**config.mk**
```make
export PLATFORM = sky130hd
export DESIGN_NAME = tcer_cell
export DESIGN_NICKNAME = d
export VERILOG_FILES = /design/src/rtl/tcer_pkg.sv /design/src/rtl/tcer_cell.sv
export SDC_FILE = /design/constraint.sdc
export NUM_CORES = 1
export LEC_CHECK = 0
export ABC_AREA = 1
export BUFFER_PORTS_ARGS = -buffer_cell sky130_fd_sc_hd__clkbuf_2
export CAP_MARGIN = 20
export CORE_AREA = 10 10 357 359
export DETAILED_ROUTE_END_ITERATION = 8
export DIE_AREA = 0 0 367 369
export GPL_TIMING_DRIVEN = 0
export RECOVER_POWER = 100
export SLEW_MARGIN = 40
export SYNTH_ARGS = -nofsm -noshare
export SYNTH_HDL_FRONTEND = slang
export SYNTH_SLANG_ARGS = --single-unit
```
**constraint.sdc**
```tcl
create_clock -name clock -period 4.8 [get_ports clock]
set_input_delay 0.24 -clock clock [delete_from_list [all_inputs] [get_ports clock]]
set_output_delay 0.24 -clock clock [all_outputs]
set_load 0.01 [all_outputs]
```
**src/rtl/tcer_pkg.sv**
```systemverilog
// shared types and constants of the ttl answer cache
package tcer_pkg;

   // default number of cache entries
   localparam int DEF_ENTRIES = 8;

   // field widths
   localparam int KEY_W    = 64;
   localparam int TIME_W   = 32;
   localparam int EXPIRY_W = TIME_W + 1;
   localparam int HANDLE_W = 32;
   localparam int SLOT_W   = 3;

   // operation codes
   typedef enum logic {
      OP_LOOKUP = 1'b0,
      OP_INSERT = 1'b1
   } tcer_op_type;

   // request transaction
   typedef struct packed {
      tcer_op_type          op;
      logic [KEY_W-1:0]     lookup_key;
      logic [TIME_W-1:0]    now_seconds;
      logic [TIME_W-1:0]    ttl_seconds;
      logic [HANDLE_W-1:0]  answer_handle;
   } tcer_req_type;

   // response transaction
   typedef struct packed {
      logic                 hit;
      logic [SLOT_W-1:0]    slot;
      logic [TIME_W-1:0]    remaining_ttl;
      logic [HANDLE_W-1:0]  hit_handle;
      logic                 replaced_present;
      logic [KEY_W-1:0]     replaced_key;
   } tcer_rsp_type;

   // search token handed from cell to cell
   typedef struct packed {
      logic                 valid;
      tcer_op_type          op;
      logic [KEY_W-1:0]     key;
      logic [TIME_W-1:0]    now_seconds;
      logic [TIME_W-1:0]    ttl_seconds;
      logic [HANDLE_W-1:0]  handle;
      logic                 found;
      logic [EXPIRY_W-1:0]  found_expiry;
      logic [HANDLE_W-1:0]  found_handle;
      logic                 exp_found;
      logic [KEY_W-1:0]     exp_key;
      logic                 empty_found;
      logic                 min_valid;
      logic [EXPIRY_W-1:0]  min_expiry;
      logic [KEY_W-1:0]     min_key;
   } tcer_token_type;

   // entry write broadcast to all cells
   typedef struct packed {
      logic                 en;
      logic [KEY_W-1:0]     key;
      logic [EXPIRY_W-1:0]  expiry;
      logic [HANDLE_W-1:0]  handle;
   } tcer_write_type;

endpackage

```
**src/rtl/tcer_cell.sv**
```systemverilog
// one cache entry cell: holds an entry and updates the passing search token
module tcer_cell import tcer_pkg::*; #(
   parameter int ENTRIES = DEF_ENTRIES,
   parameter int INDEX   = 0,
   localparam int IDX_W  = $clog2(ENTRIES)
) (
   input  logic                 clock,
   input  logic                 reset,
   input  tcer_token_type       left_tok,
   input  logic [IDX_W-1:0]     left_found_idx,
   input  logic [IDX_W-1:0]     left_exp_idx,
   input  logic [IDX_W-1:0]     left_empty_idx,
   input  logic [IDX_W-1:0]     left_min_idx,
   output tcer_token_type       right_tok,
   output logic [IDX_W-1:0]     right_found_idx,
   output logic [IDX_W-1:0]     right_exp_idx,
   output logic [IDX_W-1:0]     right_empty_idx,
   output logic [IDX_W-1:0]     right_min_idx,
   input  tcer_write_type       wr,
   input  logic [IDX_W-1:0]     wr_idx
);

   localparam logic [IDX_W-1:0] MY_IDX = IDX_W'(INDEX);

   logic                 present_ff, present_in;
   logic                 expired_ff, expired_in;
   logic [KEY_W-1:0]     key_ff, key_in;
   logic [EXPIRY_W-1:0]  expiry_ff, expiry_in;
   logic [HANDLE_W-1:0]  handle_ff, handle_in;
   tcer_token_type       tok_ff, tok_in;
   logic [IDX_W-1:0]     found_idx_ff, found_idx_in;
   logic [IDX_W-1:0]     exp_idx_ff, exp_idx_in;
   logic [IDX_W-1:0]     empty_idx_ff, empty_idx_in;
   logic [IDX_W-1:0]     min_idx_ff, min_idx_in;
   logic                 due;

   // entry is at or past its expiry time
   assign due = present_ff && (expiry_ff <= {1'b0, left_tok.now_seconds});

   // token update and entry write
   always_comb begin
      tok_in       = left_tok;
      found_idx_in = left_found_idx;
      exp_idx_in   = left_exp_idx;
      empty_idx_in = left_empty_idx;
      min_idx_in   = left_min_idx;
      present_in   = present_ff;
      expired_in   = expired_ff;
      key_in       = key_ff;
      expiry_in    = expiry_ff;
      handle_in    = handle_ff;
      if (left_tok.valid) begin
         if (left_tok.op == OP_LOOKUP) begin
            // sticky expiry mark, then first live match
            if (due) begin
               expired_in = 1'b1;
            end
            if (!left_tok.found && present_ff && !expired_ff && !due &&
                key_ff == left_tok.key) begin
               tok_in.found        = 1'b1;
               tok_in.found_expiry = expiry_ff;
               tok_in.found_handle = handle_ff;
               found_idx_in        = MY_IDX;
            end
         end else begin
            // victim candidates: first expired, first empty, last smallest expiry
            if (!left_tok.exp_found && present_ff && expired_ff) begin
               tok_in.exp_found = 1'b1;
               tok_in.exp_key   = key_ff;
               exp_idx_in       = MY_IDX;
            end
            if (!left_tok.empty_found && !present_ff) begin
               tok_in.empty_found = 1'b1;
               empty_idx_in       = MY_IDX;
            end
            if (present_ff && (!left_tok.min_valid || expiry_ff <= left_tok.min_expiry)) begin
               tok_in.min_valid  = 1'b1;
               tok_in.min_expiry = expiry_ff;
               tok_in.min_key    = key_ff;
               min_idx_in        = MY_IDX;
            end
         end
      end
      if (wr.en && wr_idx == MY_IDX) begin
         present_in = 1'b1;
         expired_in = 1'b0;
         key_in     = wr.key;
         expiry_in  = wr.expiry;
         handle_in  = wr.handle;
      end
   end

   // control state and token stage
   always_ff @(posedge clock) begin
      if (reset) begin
         present_ff   <= 1'b0;
         expired_ff   <= 1'b0;
         tok_ff       <= '0;
         found_idx_ff <= '0;
         exp_idx_ff   <= '0;
         empty_idx_ff <= '0;
         min_idx_ff   <= '0;
      end else begin
         present_ff   <= present_in;
         expired_ff   <= expired_in;
         tok_ff       <= tok_in;
         found_idx_ff <= found_idx_in;
         exp_idx_ff   <= exp_idx_in;
         empty_idx_ff <= empty_idx_in;
         min_idx_ff   <= min_idx_in;
      end
   end

   // entry contents
   always_ff @(posedge clock) begin
      key_ff    <= key_in;
      expiry_ff <= expiry_in;
      handle_ff <= handle_in;
   end

   assign right_tok       = tok_ff;
   assign right_found_idx = found_idx_ff;
   assign right_exp_idx   = exp_idx_ff;
   assign right_empty_idx = empty_idx_ff;
   assign right_min_idx   = min_idx_ff;

endmodule

```
Yosys cells after proc, flatten, opt, wreduce, memory -nomap -nowiden
Index checks and enable logic that the tools add are counted.
{"block": "op_classes", "n_lt_le_gt_ge": 2, "n_eq_ne": 1, "muxes": 19, "n_bitwise": 1, "n_reduce_logical": 21}
{"op": "two-way mux 230 bit", "n": 1}
{"op": "two-way mux 164 bit", "n": 1}
{"op": "two-way mux 66 bit", "n": 2}
{"op": "two-way mux 98 bit", "n": 1}
{"op": "two-way mux 65 bit", "n": 1}
{"op": "== test 64 bit", "n": 1}
{"op": "two-way mux 3 bit", "n": 12}
{"op": "less-or-equal comparator 33 x 32 -> 1 bit", "n": 1}
{"op": "less-or-equal comparator 33 bit", "n": 1}
{"op": "logical AND 1 bit", "n": 10}
{"op": "zero test 1 bit", "n": 7}
{"op": "zero test 3 bit", "n": 1}
{"op": "AND reduction 3 bit", "n": 1}
{"op": "OR reduction 2 bit", "n": 1}
{"op": "logical OR 1 bit", "n": 1}
{"op": "two-way mux 1 bit", "n": 1}
{"op": "NOT 1 bit", "n": 1}
{"block": "totals", "register_bits": 535, "out_inout_bits": 404, "elab_cells": 68}

Depth between registers and ports, before layout
{"block": "logic_depth", "depth_word": 8, "depth_mapped": 19, "depth_no_buf": 17}

Worst setup path before layout
OpenSTA, ideal clock, no wires.
{"block": "synth_path", "path_kind": "in2reg", "from": "input port wr_idx[1]", "to": "register expired_ff", "setup_ns": 0.118, "t_arrival_ns": 3.792, "path_slack_ns": 0.890, "stages": 5, "cell_sequence": "nor3_1 -> and2_1 -> inv_1 -> nand2_1 -> a21oi_1"}
{"block": "synth_between", "elab_chain_cells": 3}
{"element": "start, declared", "line_no": "tcer_cell.sv:20", "source": "input logic [IDX_W-1:0] wr_idx"}
{"element": "zero test 3 bit", "line_no": "tcer_cell.sv:84", "source": "if (wr.en && wr_idx == MY_IDX) begin"}
{"element": "logical AND 1 bit", "line_no": "tcer_cell.sv:84"}
{"element": "OR reduction 2 bit (no source line)"}
{"element": "end signal, assigned", "line_no": "tcer_cell.sv:105", "source": "expired_ff <= expired_in;"}
{"element": "end, declared", "line_no": "tcer_cell.sv:26", "source": "logic expired_ff, expired_in;"}
Every way passes these cells.
A chain may end at the register's enable or synchronous reset.

Final worst setup path
{"block": "layout_path", "from": "register key_ff[9]", "to": "register tok_ff, in the netlist right_tok[203]"}
{"block": "layout_between", "elab_chain_cells": 5}
{"element": "start, declared", "line_no": "tcer_cell.sv:27", "source": "logic [KEY_W-1:0] key_ff, key_in;"}
{"element": "start signal, assigned", "line_no": "tcer_cell.sv:116", "source": "key_ff <= key_in;"}
{"element": "== test 64 bit", "line_no": "tcer_cell.sv:59", "source": "key_ff == left_tok.key) begin"}
{"element": "logical AND 1 bit", "line_no": "tcer_cell.sv:58", "source": "if (!left_tok.found && present_ff && !expired_ff && !due &&"}
{"element": "two-way mux 66 bit", "line_no": "tcer_cell.sv:58"}
{"element": "two-way mux 66 bit", "line_no": "tcer_cell.sv:53", "source": "if (left_tok.op == OP_LOOKUP) begin"}
{"element": "two-way mux 230 bit", "line_no": "tcer_cell.sv:52", "source": "if (left_tok.valid) begin"}
{"element": "end signal, assigned", "line_no": "tcer_cell.sv:106", "source": "tok_ff <= tok_in;"}
{"element": "end, declared", "line_no": "tcer_cell.sv:30", "source": "tcer_token_type tok_ff, tok_in;"}
Every way passes these cells.

==> impl_metrics.csv <==
group,metric,value,unit
clock_network,clk_pin_slew,0.06,ns
synth,ys_types,32,
power_and_ir_drop,p_leak,15.9,nW
critical_path,crit_fanout,10,
clock_network,insertion_delay,0.65,ns
global_route,overflow,0,
die,rows,127,
die,start_util,17.1,%
clock_network,cts.sinks,535,
sta,rsz0062_at_grt,"false",
sta,drv_slew,79,
critical_path,arrival,4.68,ns
synth,netlist_instances,2364,
outcome,violations,"max-capacitance violations, max-slew violations",
die,die_h,369,um
outcome,outcome,"complete, but fails checks",
sta,setup_viol,0,
placed_design,port_buffers,941,
final_layout,layout_common_cells,"538 x clkbuf_2, 532 x dlygate4sd3_1, 486 x clkbuf_1",
final_layout,final_util,28.8,%
final_layout,layout_commonest_cell,"clkbuf_2",
synth,synth_top_area_share,39.6,%
sta,slew_headroom,-63.6,%
clock_network,clock_tree.buffer_depth,3,
route,route.detailed.drc,0,
critical_path,path_cells,"inv_1 -> nand2_1 -> nand4_1 -> nor3_2 -> nand2_1 -> nor2_1 -> nand2_1 -> nor2_1 -> buf_4 -> clkbuf_1 -> nand3_1 -> nand2_1 -> nor2_1",
synth,syn_nets,2968,
route,antenna_left,0,
synth,synth.area.top_cells,"dfxtp_1 40%, edfxtp_1 19%, nor2_1 6.8%, inv_1 6.5%, a21oi_1 6.3%",
critical_path,slowest_delay,0.78,ns
clock_network,numCtsBuffers,66,
route,routedWlPerCell,23.8,um
synth,syn_area,20500,sq um
placed_design,place.gp.congestion,0.906,
critical_path,crit_path_frequent_cell,"nand2_1",
power_and_ir_drop,cellPowerDensity,341,nW/um^2
sta,post-route-period-util,86.6,%
sta,clock_skew,0.0307,ns
final_layout,final_nets,4519,
synth,seq_area_frac_synth,58.5,%
die,core,120000,sq um
final_layout,drive_above_1_share,17.8,%
critical_path,crit_type,"flop to flop",
clock_network,cts_tree,"done",
clock_network,cts-root-buf,"clkbuf_16",
sta,hold_violations,0,
die,die_x,367,um
critical_path,crit_path_end_kind,"flop",
global_route,grt_max_degree,36,
clock_network,htreeDepth,3,
synth,syn_area_per_cell,8.67,sq um
synth,yosysWarnings,0,
synth,synth_area_leader_cell,"dfxtp_1",
global_route,grt_pass1_wl,182000,um
die,io_pins,943,
critical_path,required,5.32,ns
sta,worst_pin_slew,2.45,ns
route,drtIter0Drc,1629,
global_route,grt_use_total,18.8,%
sta,layout_min_cycle_time,4.16,ns
route,totalWireLength,133000,um
route,dr.pass1.iters,6,
final_layout,areaGrowthSynthToFinish,68.0,%
sta,finalSetupTns,0,ns
global_route,grt_pass1_vias,24200,
global_route,antenna_found_initial,51,
route,via_per_inst,4.09,
die,die_area,135000,sq um
synth,synth-seq-cells,535,
route,num_vias,22900,
placed_design,hpwl,109000,um
critical_path,slowest_stage,"nor2_1",
power_and_ir_drop,irDropWorstVdd,248,uV
critical_path,startpoint_type,"flop",
worst_hold_path,hold_path_class,"primary input to flop",
sta,fmax,0.241,GHz
sta,holdWs,0.110,ns
run,drv_cap,3,
[logic make-up after synthesis]
logic type	count (synthesis)	synth area share [%]
and+or+nand+nor	910	18.2
DFF	535	58.5
buffers and inverters	486	9.63
AOI/OAI and AO/OA	335	8.24
adders and majority gates	65	3.97
xor gates and xnor gates	33	1.41
[flip-flops by register name, summed over array words and instances, names as in the netlist]
register and flops:
expiry_ff 33, handle_ff 32, key_ff 64, right_exp_idx 3
right_empty_idx 3, right_found_idx 3, present_ff 1, right_min_idx 3
right_tok 392, expired_ff 1
[metal layers]
metal | GRT usage, % | vias up | routed length [um]
met2 | 31.7 | 1188 | 63500
met3 | 6.09 | 277 | 11600
met4 | 7.09 | 22 | 5170
met1 | 22.1 | 10800 | 53100
li1 | - | 10600 | -
met5 | 0 | - | 146
[path summary, 6_finish.rpt]
kind	startpoint	endpoint	slack [ns]	cells past startpoint
max	key_ff[9]	right_tok[203]	0.64	13
min	left_tok[160]	right_tok[160]	0.11	3
max reg2reg	key_ff[9]	right_tok[203]	0.64	13
min reg2reg	expired_ff	expired_ff	0.50	2
[worst max-delay path: cells and delay by family (launching register included)]
kind	cells	cell delay [ns]
buffers and inverters	3	1.00
DFF	1	0.35
and+or+nand+nor	10	2.65
[per-stage QoR]
step | setup WS, ns | cells | instance area, sq um | total power, W
after CTS | 0.704 | 5579 | 35100 | 0.0119
after global routing | 0.321 | 5596 | 34400 | 0.0122
after detailed placement | 0.728 | 4927 | 27500 | 0.00631
final | 0.645 | 5605 | 34500 | 0.0118
after global placement | -1.68 | 4917 | 27200 | 0.00628
after floorplan | 0.890 | 2364 | 20500 | 0.00550
[where the power goes]
part | internal (W) | total (W) | switching, W
logic | 0.000696 | 0.00162 | 0.000923
registers | 0.00484 | 0.00493 | 0.0000920
clock network | 0.00301 | 0.00520 | 0.00219
total | 0.00855 | 0.0118 | 0.00320
[cell type report]
cell class	instances	area (sq um)
Buffer	128	596
Sequential cell	535	12000
Clock inverter	38	363
Timing Repair Buffer	1483	9680
Antenna cell	26	65.1
Inverter	358	1340
Fill cell	12900	85400
Multi-Input combinational cell	1343	6520
Tap cell	1612	2020
Clock buffer	82	1870
[cell usage after synthesis]
| cell type | instances |
|---|---|
| dfxtp_1 | 406 |
| nor2_1 | 373 |
| inv_1 | 354 |
| nand2_1 | 321 |
| a21oi_1 | 258 |
| nand3_1 | 170 |
| edfxtp_1 | 129 |
| ha_1 | 65 |
| clkbuf_1 | 58 |
| buf_2 | 37 |
| o21ai_0 | 36 |
| o21ai_1 | 35 |
| xor2_1 | 26 |
| nand4_1 | 20 |
| nor3_1 | 17 |
| buf_1 | 13 |
| buf_4 | 12 |
| buf_6 | 8 |
| xnor2_1 | 7 |
| inv_2 | 4 |
| o21a_1 | 3 |
| a21o_1 | 2 |
| a31oi_1 | 1 |
| and2_1 | 1 |
| and3_1 | 1 |
| nand2_2 | 1 |
| nor2_2 | 1 |
| nor2b_1 | 1 |
| nor3_2 | 1 |
| nor3_4 | 1 |
| nor4_1 | 1 |
| or2_2 | 1 |
[timing repair]
item,4_1_cts,5_1_grt
gates resized for setup,0,0
endpoints found under the hold margin,530,0
hold buffers,532,0
buffers inserted,0,0
(Power assumes the default switching activity.)
